<file path="config.mk">
export PLATFORM = sky130hd
export DESIGN_NAME = rv32i_decode_and_execute
export DESIGN_NICKNAME = d
export VERILOG_FILES = /design/src/rtl/core/rvde_pkg.sv /design/src/rtl/core/rvde_decode.sv /design/src/rtl/core/rvde_alu.sv /design/src/rtl/core/rv32i_decode_and_execute.sv
export SDC_FILE = /design/constraint.sdc
export NUM_CORES = 1
export LEC_CHECK = 0
export BUFFER_PORTS_ARGS = -buffer_cell sky130_fd_sc_hd__clkbuf_2
export CORE_MARGIN = 2
export CORE_UTILIZATION = 64
export DETAILED_ROUTE_END_ITERATION = 16
export PLACE_DENSITY = 0.95
export SETUP_SLACK_MARGIN = 0.4
export SYNTH_ARGS = -nofsm -noshare
export SYNTH_HDL_FRONTEND = slang
export SYNTH_SLANG_ARGS = --single-unit
</file>
<file path="constraint.sdc">
create_clock -name clk_i -period 13.4 [get_ports clk_i]
set_input_delay 0.67 -clock clk_i [delete_from_list [all_inputs] [get_ports clk_i]]
set_output_delay 0.67 -clock clk_i [all_outputs]
set_load 0.01 [all_outputs]
</file>
<file path="src/rtl/core/rvde_pkg.sv">
// Shared opcodes, function codes and decode types of the RV32I execute unit.
package rvde_pkg;

  localparam logic [6:0] OpcR      = 7'b0110011;
  localparam logic [6:0] OpcI      = 7'b0010011;
  localparam logic [6:0] OpcLoad   = 7'b0000011;
  localparam logic [6:0] OpcStore  = 7'b0100011;
  localparam logic [6:0] OpcBranch = 7'b1100011;

  localparam logic [2:0] F3AddSub = 3'b000;
  localparam logic [2:0] F3Sll    = 3'b001;
  localparam logic [2:0] F3Xor    = 3'b100;
  localparam logic [2:0] F3Shr    = 3'b101;
  localparam logic [2:0] F3Or     = 3'b110;
  localparam logic [2:0] F3And    = 3'b111;

  localparam logic [2:0] F3Beq  = 3'b000;
  localparam logic [2:0] F3Bne  = 3'b001;
  localparam logic [2:0] F3Blt  = 3'b100;
  localparam logic [2:0] F3Bge  = 3'b101;
  localparam logic [2:0] F3Bltu = 3'b110;
  localparam logic [2:0] F3Bgeu = 3'b111;

  typedef enum logic [2:0] {
    AluAdd,
    AluSub,
    AluSll,
    AluSrl,
    AluSra,
    AluXor,
    AluOr,
    AluAnd
  } alu_op_e;

  typedef enum logic [2:0] {
    BrEq,
    BrNe,
    BrLt,
    BrGe,
    BrLtu,
    BrGeu
  } br_cond_e;

  typedef struct packed {
    logic     supported;
    logic     reg_write;
    logic     mem_read;
    logic     mem_write;
    logic     is_branch;
    logic     use_imm;
    alu_op_e  alu_op;
    br_cond_e br_cond;
  } ctrl_t;

endpackage

</file>
<file path="src/rtl/core/rvde_decode.sv">
// Instruction decoder: control bits, ALU operation and immediates.
module rvde_decode (
  input  logic [31:0]   instr_i,
  output rvde_pkg::ctrl_t ctrl_o,
  output logic [31:0]   imm_o,
  output logic [31:0]   imm_b_o
);

  logic [6:0] opc;
  logic [2:0] f3;
  logic       alt;
  logic [31:0] imm_i;
  logic [31:0] imm_s;

  assign opc   = instr_i[6:0];
  assign f3    = instr_i[14:12];
  assign alt   = instr_i[30];
  assign imm_i = {{20{instr_i[31]}}, instr_i[31:20]};
  assign imm_s = {{20{instr_i[31]}}, instr_i[31:25], instr_i[11:7]};
  assign imm_b_o = {{19{instr_i[31]}}, instr_i[31], instr_i[7], instr_i[30:25],
                    instr_i[11:8], 1'b0};

  always_comb begin
    ctrl_o = '0;
    ctrl_o.alu_op  = rvde_pkg::AluAdd;
    ctrl_o.br_cond = rvde_pkg::BrEq;
    imm_o = imm_i;
    unique case (opc)
      rvde_pkg::OpcR, rvde_pkg::OpcI: begin
        ctrl_o.use_imm   = (opc == rvde_pkg::OpcI);
        ctrl_o.supported = 1'b1;
        unique case (f3)
          rvde_pkg::F3AddSub: ctrl_o.alu_op = (alt && opc == rvde_pkg::OpcR) ?
                                              rvde_pkg::AluSub : rvde_pkg::AluAdd;
          rvde_pkg::F3Sll:    ctrl_o.alu_op = rvde_pkg::AluSll;
          rvde_pkg::F3Xor:    ctrl_o.alu_op = rvde_pkg::AluXor;
          rvde_pkg::F3Shr:    ctrl_o.alu_op = alt ? rvde_pkg::AluSra : rvde_pkg::AluSrl;
          rvde_pkg::F3Or:     ctrl_o.alu_op = rvde_pkg::AluOr;
          rvde_pkg::F3And:    ctrl_o.alu_op = rvde_pkg::AluAnd;
          default:            ctrl_o.supported = 1'b0;
        endcase
        ctrl_o.reg_write = ctrl_o.supported;
      end
      rvde_pkg::OpcLoad: begin
        ctrl_o.supported = 1'b1;
        ctrl_o.reg_write = 1'b1;
        ctrl_o.mem_read  = 1'b1;
        ctrl_o.use_imm   = 1'b1;
      end
      rvde_pkg::OpcStore: begin
        ctrl_o.supported = 1'b1;
        ctrl_o.mem_write = 1'b1;
        ctrl_o.use_imm   = 1'b1;
        imm_o = imm_s;
      end
      rvde_pkg::OpcBranch: begin
        ctrl_o.supported = 1'b1;
        unique case (f3)
          rvde_pkg::F3Beq:  ctrl_o.br_cond = rvde_pkg::BrEq;
          rvde_pkg::F3Bne:  ctrl_o.br_cond = rvde_pkg::BrNe;
          rvde_pkg::F3Blt:  ctrl_o.br_cond = rvde_pkg::BrLt;
          rvde_pkg::F3Bge:  ctrl_o.br_cond = rvde_pkg::BrGe;
          rvde_pkg::F3Bltu: ctrl_o.br_cond = rvde_pkg::BrLtu;
          rvde_pkg::F3Bgeu: ctrl_o.br_cond = rvde_pkg::BrGeu;
          default:          ctrl_o.supported = 1'b0;
        endcase
        ctrl_o.is_branch = ctrl_o.supported;
      end
      default: ctrl_o = ctrl_o;
    endcase
  end

endmodule

</file>
<file path="src/rtl/core/rvde_alu.sv">
// ALU, branch comparator and branch target adder.
module rvde_alu (
  input  rvde_pkg::ctrl_t ctrl_i,
  input  logic [31:0]   src1_i,
  input  logic [31:0]   src2_i,
  input  logic [31:0]   imm_i,
  input  logic [31:0]   imm_b_i,
  input  logic [31:0]   pc_i,
  output logic [31:0]   result_o,
  output logic          taken_o,
  output logic [31:0]   target_o
);

  logic [31:0] op_b;
  logic [4:0]  shamt;
  logic        lt_s;
  logic        lt_u;

  assign op_b  = ctrl_i.use_imm ? imm_i : src2_i;
  assign shamt = op_b[4:0];
  assign lt_s  = $signed(src1_i) < $signed(src2_i);
  assign lt_u  = src1_i < src2_i;
  assign target_o = pc_i + imm_b_i;

  always_comb begin
    unique case (ctrl_i.alu_op)
      rvde_pkg::AluAdd: result_o = src1_i + op_b;
      rvde_pkg::AluSub: result_o = src1_i - op_b;
      rvde_pkg::AluSll: result_o = src1_i << shamt;
      rvde_pkg::AluSrl: result_o = src1_i >> shamt;
      rvde_pkg::AluSra: result_o = 32'($signed(src1_i) >>> shamt);
      rvde_pkg::AluXor: result_o = src1_i ^ op_b;
      rvde_pkg::AluOr:  result_o = src1_i | op_b;
      rvde_pkg::AluAnd: result_o = src1_i & op_b;
      default:          result_o = '0;
    endcase
  end

  always_comb begin
    unique case (ctrl_i.br_cond)
      rvde_pkg::BrEq:  taken_o = (src1_i == src2_i);
      rvde_pkg::BrNe:  taken_o = (src1_i != src2_i);
      rvde_pkg::BrLt:  taken_o = lt_s;
      rvde_pkg::BrGe:  taken_o = !lt_s;
      rvde_pkg::BrLtu: taken_o = lt_u;
      rvde_pkg::BrGeu: taken_o = !lt_u;
      default:         taken_o = 1'b0;
    endcase
  end

endmodule

</file>
<file path="src/rtl/core/rv32i_decode_and_execute.sv">
// Top level of the RV32I decode and execute unit with input and result registers.
// Each request carries one instruction, its PC and both source values and yields
// exactly one result, captured in the input register and then the result register. A new
// request is taken every cycle while the result side is not stalled; the rate is set by
// the single pass through the decoder and ALU between the input register and the result
// register. Unsupported instructions give all-zero outputs with supported low.
module rv32i_decode_and_execute (
  input  logic               clk_i,
  input  logic               rst_ni,
  input  logic               in_valid_i,
  output logic               in_stall_o,
  input  logic [31:0]        instr_i,
  input  logic [31:0]        pc_addr_i,
  input  logic signed [31:0] src1_value_i,
  input  logic signed [31:0] src2_value_i,
  output logic               out_valid_o,
  input  logic               out_stall_i,
  output logic signed [31:0] alu_result_o,
  output logic signed [31:0] store_data_o,
  output logic [4:0]         dest_reg_o,
  output logic               reg_write_o,
  output logic               mem_read_o,
  output logic               mem_write_o,
  output logic               load_to_reg_o,
  output logic               is_branch_o,
  output logic               branch_taken_o,
  output logic [31:0]        branch_target_o,
  output logic               supported_o
);

  logic        in_valid_q;
  logic [31:0] instr_q;
  logic [31:0] pc_q;
  logic [31:0] src1_q;
  logic [31:0] src2_q;
  logic        out_valid_q;
  logic        out_ready;
  logic        in_advance;

  rvde_pkg::ctrl_t ctrl;
  logic [31:0] imm;
  logic [31:0] imm_b;
  logic [31:0] alu_res;
  logic        taken;
  logic [31:0] target;

  assign out_ready  = !out_valid_q || !out_stall_i;
  assign in_advance = !in_valid_q || out_ready;
  assign in_stall_o = !in_advance;
  assign out_valid_o = out_valid_q;

  always_ff @(posedge clk_i or negedge rst_ni) begin
    if (!rst_ni) begin
      in_valid_q  <= 1'b0;
      out_valid_q <= 1'b0;
    end else begin
      if (in_advance) begin
        in_valid_q <= in_valid_i;
      end
      if (out_ready) begin
        out_valid_q <= in_valid_q;
      end
    end
  end

  always_ff @(posedge clk_i) begin
    if (in_advance && in_valid_i) begin
      instr_q <= instr_i;
      pc_q    <= pc_addr_i;
      src1_q  <= src1_value_i;
      src2_q  <= src2_value_i;
    end
  end

  rvde_decode u_decode (
    .instr_i (instr_q),
    .ctrl_o  (ctrl),
    .imm_o   (imm),
    .imm_b_o (imm_b)
  );

  rvde_alu u_alu (
    .ctrl_i   (ctrl),
    .src1_i   (src1_q),
    .src2_i   (src2_q),
    .imm_i    (imm),
    .imm_b_i  (imm_b),
    .pc_i     (pc_q),
    .result_o (alu_res),
    .taken_o  (taken),
    .target_o (target)
  );

  always_ff @(posedge clk_i) begin
    if (in_valid_q && out_ready) begin
      alu_result_o    <= (ctrl.supported && !ctrl.is_branch) ? alu_res : '0;
      store_data_o    <= ctrl.mem_write ? src2_q : '0;
      dest_reg_o      <= ctrl.reg_write ? instr_q[11:7] : '0;
      reg_write_o     <= ctrl.reg_write;
      mem_read_o      <= ctrl.mem_read;
      mem_write_o     <= ctrl.mem_write;
      load_to_reg_o   <= ctrl.mem_read;
      is_branch_o     <= ctrl.is_branch;
      branch_taken_o  <= ctrl.is_branch && taken;
      branch_target_o <= ctrl.is_branch ? target : '0;
      supported_o     <= ctrl.supported;
    end
  end

endmodule

</file>
==> impl_metrics.csv, run 1 <==
group,metric,value,unit
setup_path,crit_type,"flip-flop to flip-flop",
global_routing,grt-ovfl-total,0,
setup_path,reg2reg_from,"instr_q[2]$_DFFE_PP_",
setup_path,cp-start-kind,"flip-flop",
finish,layout.nets,2432,
place,gp_congestion,1.009,
setup_path,crit_slowest_cell,"nor2_1",
die,io_pins,242,
finish,final_cells,2534,
setup_path,endpoint_kind,"flip-flop",
synthesis,synth_top_family_by_area,"compound AO/OA/AOI/OAI gates",
synthesis,synth_edf_count,230,
synthesis,synth_fp_nets,2243,
place,placed_cells,2489,
die,dieHeight,172.2,um
timing,min_period,7505,ps
finish,syn2layout_area_growth,12.78,%
power_and_ir_drop,powerDensity,109.4,mW/mm^2
synthesis,synthTopCellsByArea,"edfxtp_1, ha_1, mux2i_1, a21oi_1, nor2_1",
setup_path,path_max_fanout,38,
timing,skew,26.76,ps
setup_path,worstPathArrival,7820,ps
finish,fillers,1909,
finish,final_area,0.02042,sq mm
cts,cts_resized,0,
die,die_area,0.02966,sq mm
place,dpl_cell_area,0.01963,sq mm
global_routing,grt_max_degree,75,
finish,diodes,0,
synthesis,syn_area_per_cell,9.287,sq um
cts,numCtsBuffers,25,
cts,clk_path_buf_depth,3,
cts,clkSlewWorstSetupHoldPaths,70,ps
place,port_buffers,236,
detailed_routing,dr_total_vias,18351,
power_and_ir_drop,p_total,2.235,mW
finish,final_util,73.32,%
global_routing,grtUsageTotal,47.75,%
synthesis,synth_compound_area_share,21.07,%
die,rows,61,
timing,final.setup.worst_slack,5895,ps
detailed_routing,ant_nets,0,
timing,fmax,133.2,MHz
setup_path,critPathLaunch,"instr_q[2]$_DFFE_PP_",
synthesis,synth-simple-area-share,13.13,%
synthesis,synth-seq-cells,232,
timing,worst_slew_pin_slew,1357,ps
synthesis,synthCells,1950,
setup_path,crit_top_cell,"a21oi_1",
timing,rsz0062_at_grt,"false",
hold_path,min_path_type,"input port to flip-flop",
timing,setup_viol,0,
cts,htree_levels,1,
synthesis,synth_fa_ha_area_share,11.21,%
detailed_routing,wl_per_cell,28.21,um
global_routing,grt_pass1_wl,105700,um
timing,finalHoldViolCount,0,
synthesis,synth-xor-area-share,4.159,%
cts,cts_num_sinks,232,
die,start_util,65.01,%
timing,slew_viol_final,0,
setup_path,path_cells,"and4bb_1 -> nand2_2 -> a221oi_4 -> buf_4 -> nand2_1 -> nor2_1 -> a21oi_1 -> xnor2_1 -> ha_1 -> o211ai_1 -> a21oi_1 -> o211ai_1 -> a21oi_1 -> a2bb2oi_1 -> a31oi_1 -> a31o_2 -> xor2_1 -> nor2_1 -> or3_1",
cts,cts_tree,"yes",
synthesis,synth_top_cell_area_share,38.14,%
hold_path,min_from,"pc_addr_i[15]",
timing,fin_tns_setup,0,ps
cts,cts_root_buf,"clkbuf_16",
detailed_routing,dr.pass1.iters,8,
synthesis,muxShareOfSynthArea,7.130,%
power_and_ir_drop,leakage,8.721,nW
global_routing,grt_pass1_vias,17418,
synthesis,syn-cell-area,0.01811,sq mm
synthesis,ys_seq_area_share,38.41,%
setup_path,cp.required,13720,ps
flow_run,cap_violations,0,
detailed_routing,vias_per_cell,7.242,
cts,clk_latency,570,ps
detailed_routing,drc_errors,0,
finish,drive_above_1_share,16.42,%
synthesis,ys_types,79,
synthesis,ys_warn_count,0,
global_routing,antenna_found_initial,2,
die,core_area,0.02786,sq mm
setup_path,critPathMaxStageDelay,770,ps
power_and_ir_drop,vdd_drop_max,0.1459,mV
timing,period_share,56.01,%
outcome,run_status,"finished, final reports clean",
synthesis,synth_top_cell_by_area,"edfxtp_1",
finish,register_area,0.006957,sq mm
detailed_routing,drt_iter0_drc,3029,
synthesis,synth-async-reset-ratio,0.8621,%
synthesis,synth_top_flop_cell,"edfxtp_1",
detailed_routing,postRouteWirelength,71470,um
place,place_ws,6396,ps
die,fp.dieW,172.2,um
place,place_hpwl,50190,um
finish,multi_input_area,0.01034,sq mm
timing,max-slew-margin-rel,8.958,%
timing,holdWs,266.4,ps
[sequential cells by signal (all words and copies together) (netlist names)]
name             flops
load_to_reg_o        1
instr_q             27
alu_result_o        32
out_valid_o          1
branch_taken_o       1
branch_target_o     32
is_branch_o          1
in_valid_q           1
mem_write_o          1
dest_reg_o           5
store_data_o        32
supported_o          1
reg_write_o          1
src2_q              32
pc_q                32
src1_q              32
[metal layers]
metal,vias up,GRT usage (%),part of all wire (%)
li1,7631,-,-
met1,8454,63.31,36
met2,1850,72.90,43
met3,414,13.18,15
met4,2,22.21,6.5
met5,-,0,0.025
[cells in the mapped netlist, drive strengths merged, types with 32 or more instances]
cell type,instances
a211oi,37
a21o,32
a21oi,208
buf,37
clkbuf,70
edfxtp,230
ha,159
inv,114
mux2i,111
nand2,139
nand3,36
nor2,183
nor3,64
o21ai,118
xnor2,62
[cell type report]
type | instances | area share, %
multi-input combinational | 1494 | 50.61
sequential | 232 | 34.06
timing repair buffer | 269 | 7.008
clock buffer | 30 | 3.155
tap | 378 | 2.316
inverter | 117 | 2.150
clock inverter | 14 | 0.7045
[cell families after synthesis]
logic type	Yosys count
xor gates and xnor gates	86
adders and majority gates	161
and+or+nand+nor	522
buffers and inverters	224
AOI/OAI and AO/OA	599
DFF	232
muxes	126
[timing repair]
item / CTS / global route
setup buffers: 0 / 0
hold endpoints to repair: 2 / 0
hold buffers: 1 / 0
[worst max-delay path, delay by kind of cell (launching register included)]
| family | cells | cell delay (ps) |
|---|---|---|
| flip-flops | 1 | 440 |
| AO/OA/AOI/OAI | 9 | 2410 |
| adder cells (fa/ha/maj) | 1 | 370 |
| buffers and inverters | 1 | 490 |
| XOR/XNOR | 2 | 500 |
| AND/OR/NAND/NOR | 6 | 3030 |
[worst paths after layout]
| kind | endpoint | slack (ps) | cells after the start |
|---|---|---|---|
| max | alu_result_o[28]$_SDFFCE_PN0P_ | 5900 | 19 |
| min | pc_q[15]$_DFFE_PP_ | 270 | 1 |
| max reg2reg | alu_result_o[28]$_SDFFCE_PN0P_ | 5900 | 19 |
| min reg2reg | out_valid_o$_DFFE_PN0P_ | 550 | 1 |
| max in group asynchronous | out_valid_o$_DFFE_PN0P_ | 12830 | 2 |
| min in group asynchronous | in_valid_q$_DFFE_PN0N_ | 470 | 2 |
[report_power, final]
part,internal (mW),switching [mW]
combinational,0.223,0.430
sequential,0.853,0.0389
clock,0.384,0.306
total,1.46,0.775
[cells in the final DEF, fill, tap and decap left out, types with 24 or more instances in the layout]
| cell | netlist | layout |
|---|---|---|
| mux2i_1 | 111 | 111 |
| o211ai_1 | 26 | 26 |
| o21ai_0 | 117 | 116 |
| a31oi_1 | 28 | 27 |
| ha_1 | 159 | 159 |
| clkbuf_2 | 0 | 236 |
| nand3_1 | 36 | 36 |
| nor2_1 | 183 | 180 |
| nor3_1 | 63 | 63 |
| a21oi_1 | 208 | 208 |
| clkbuf_16 | 0 | 25 |
| buf_4 | 3 | 32 |
| edfxtp_1 | 230 | 230 |
| a211oi_1 | 37 | 37 |
| xnor2_1 | 62 | 62 |
| a21o_1 | 32 | 32 |
| xor2_1 | 24 | 24 |
| nand2_1 | 138 | 138 |
| inv_1 | 112 | 111 |
Power figures use the tool's default switching activity.
==> run 2, diff against run 1 <==
--- a/config.mk
+++ b/config.mk
@@ -7,9 +7,9 @@
 export LEC_CHECK = 0
 export BUFFER_PORTS_ARGS = -buffer_cell sky130_fd_sc_hd__clkbuf_2
 export CORE_MARGIN = 2
-export CORE_UTILIZATION = 64
+export CORE_UTILIZATION = 54
 export DETAILED_ROUTE_END_ITERATION = 16
-export PLACE_DENSITY = 0.95
+export PLACE_DENSITY = 0.89
 export SETUP_SLACK_MARGIN = 0.4
 export SYNTH_ARGS = -nofsm -noshare
 export SYNTH_HDL_FRONTEND = slang
==> constraint.sdc (replaced) <==
create_clock -name clk_i -period 6.7 [get_ports clk_i]
set_input_delay 0.335 -clock clk_i [delete_from_list [all_inputs] [get_ports clk_i]]
set_output_delay 0.335 -clock clk_i [all_outputs]
set_load 0.01 [all_outputs]
==> impl_metrics.csv, run 2 (synthesis results as in run 1) <==
group,metric,value,unit
finish,fillers,2511,
global_routing,grt_pass1_wl,110000,um
die,core_area,0.03328,sq mm
die,rows,67,
power_and_ir_drop,leakage,9.324,nW
outcome,run_status,"finished, final reports clean",
flow_run,cap_violations,0,
die,fp.dieW,187.1,um
finish,layout.nets,2566,
place,place_hpwl,49350,um
cts,clkSlewWorstSetupHoldPaths,70,ps
place,port_buffers,236,
finish,final_common_cell,"clkbuf_2",
setup_path,r2r-end,"alu_result_o[28]$_SDFFCE_PN0P_",
detailed_routing,drt_iter0_drc,2837,
global_routing,antenna_found_initial,1,
setup_path,reg2reg_slack,560,ps
detailed_routing,wl_per_cell,27.05,um
global_routing,grtUsageTotal,41.13,%
die,start_util,54.42,%
cts,numCtsBuffers,26,
finish,drive_above_1_share,16.01,%
place,dpl_cell_area,0.01978,sq mm
cts,cts_resized,0,
global_routing,grt-ovfl-total,0,
detailed_routing,postRouteWirelength,74160,um
place,placed_cells,2568,
finish,register_area,0.006957,sq mm
cts,clk_latency,590,ps
setup_path,reg2reg_from,"instr_q[3]$_DFFE_PP_",
power_and_ir_drop,powerDensity,212.7,mW/mm^2
setup_path,cp.required,7040,ps
die,die_area,0.03502,sq mm
finish,syn2layout_area_growth,20.97,%
cts,cts_root_buf,"clkbuf_16",
global_routing,grt_pass1_vias,18088,
cts,ctsHoldBuffers,125,
timing,setup_viol,0,
timing,min_period,6137,ps
detailed_routing,ant_nets,0,
finish,layout_common_cells,"clkbuf_2, edfxtp_1, a21oi_1",
timing,skew,20.29,ps
timing,max-slew-margin-rel,19.90,%
finish,final_area,0.02191,sq mm
detailed_routing,dr.pass1.iters,8,
detailed_routing,vias_per_cell,6.830,
cts,cts_tree,"yes",
cts,cts_num_sinks,232,
setup_path,crit_type,"flip-flop to flip-flop",
power_and_ir_drop,vdd_drop_max,0.3533,mV
setup_path,path_max_fanout,65,
timing,holdWs,61.05,ps
cts,clk_path_buf_depth,3,
hold_path,min_path_type,"input port to flip-flop",
setup_path,reg2reg_depth,18,
timing,finalHoldViolCount,0,
timing,rsz0062_at_grt,"false",
finish,final_cells,2742,
detailed_routing,dr_total_vias,18729,
timing,worst_slew_pin_slew,1200,ps
cts,htree_levels,1,
setup_path,critPathLaunch,"instr_q[3]$_DFFE_PP_",
timing,fin_tns_setup,0,ps
die,dieHeight,187.1,um
setup_path,cp-start-kind,"flip-flop",
setup_path,endpoint_kind,"flip-flop",
timing,slew_viol_final,0,
die,io_pins,242,
global_routing,grt_max_degree,77,
setup_path,cp-endpoint,"alu_result_o[28]$_SDFFCE_PN0P_",
timing,fmax,162.9,MHz
place,gp_congestion,1.029,
timing,period_share,91.60,%
finish,multi_input_area,0.01034,sq mm
finish,final_util,65.83,%
cts,cts_setup_buffers,0,
setup_path,worstPathArrival,6480,ps
detailed_routing,drc_errors,0,
run 2: layout make-up:
cell class | count | area share [%]
clock inverter | 20 | 0.9766
inverter | 117 | 2.005
clock buffer | 28 | 3.004
sequential | 232 | 31.76
tap | 448 | 2.559
antenna | 1 | 0.01142
timing repair buffer | 402 | 12.51
multi-input combinational | 1494 | 47.18
run 2: worst min-delay path by stage:
stage           startpoint  depth (start not counted)                      end  slack [ps]
2_1_floorplan       rst_ni                          0   in_valid_q$_DFFE_PN0N_          40
3_3_place_gp        rst_ni                          1  out_valid_o$_DFFE_PN0P_         120
3_5_place_dp        rst_ni                          1   in_valid_q$_DFFE_PN0N_         130
4_1_cts        out_stall_i                          2  out_valid_o$_DFFE_PN0P_          30
5_1_grt        out_stall_i                          2  out_valid_o$_DFFE_PN0P_          70
6_report       out_stall_i                          2  out_valid_o$_DFFE_PN0P_          60
run 2: critical path, cell delays in order, from the launching register on:
cell and delay [ps]:
edfxtp_1 460, and4bb_1 540, nand2_2 250, buf_4 290, a221oi_4 410, buf_4 740, inv_1 190, xnor2_1 200
ha_1 380, nand2b_1 100, a21oi_1 210, o211ai_1 190, a21oi_1 370, a2bb2oi_1 350, a31oi_1 170, a31o_2 280
xor2_1 280, nor2_1 70, or3_1 370
run 2: routing by layer:
metal	track usage [%]	up-vias	part of all wire, %
met5	0	-	0
met4	22.99	0	7.0
met3	9.568	430	13
met2	64.90	1673	44
met1	52.25	8726	36
li1	-	7900	-
run 2: power breakdown:
part / internal (mW) / leakage, nW / switching, mW
clock network: 0.837 / 0.422 / 0.679
registers: 1.71 / 2.28 / 0.0805
logic: 0.494 / 6.62 / 0.864
run 2: through the flow:
step / total power, mW / worst slack, ps
2_1_floorplan: 2.609 / 673.3
3_3_place_gp: 2.973 / 1025
3_5_place_dp: 3.012 / 876.7
4_1_cts: 4.540 / 833.1
5_1_grt: 4.781 / 427.5
6_report: 4.660 / 562.8
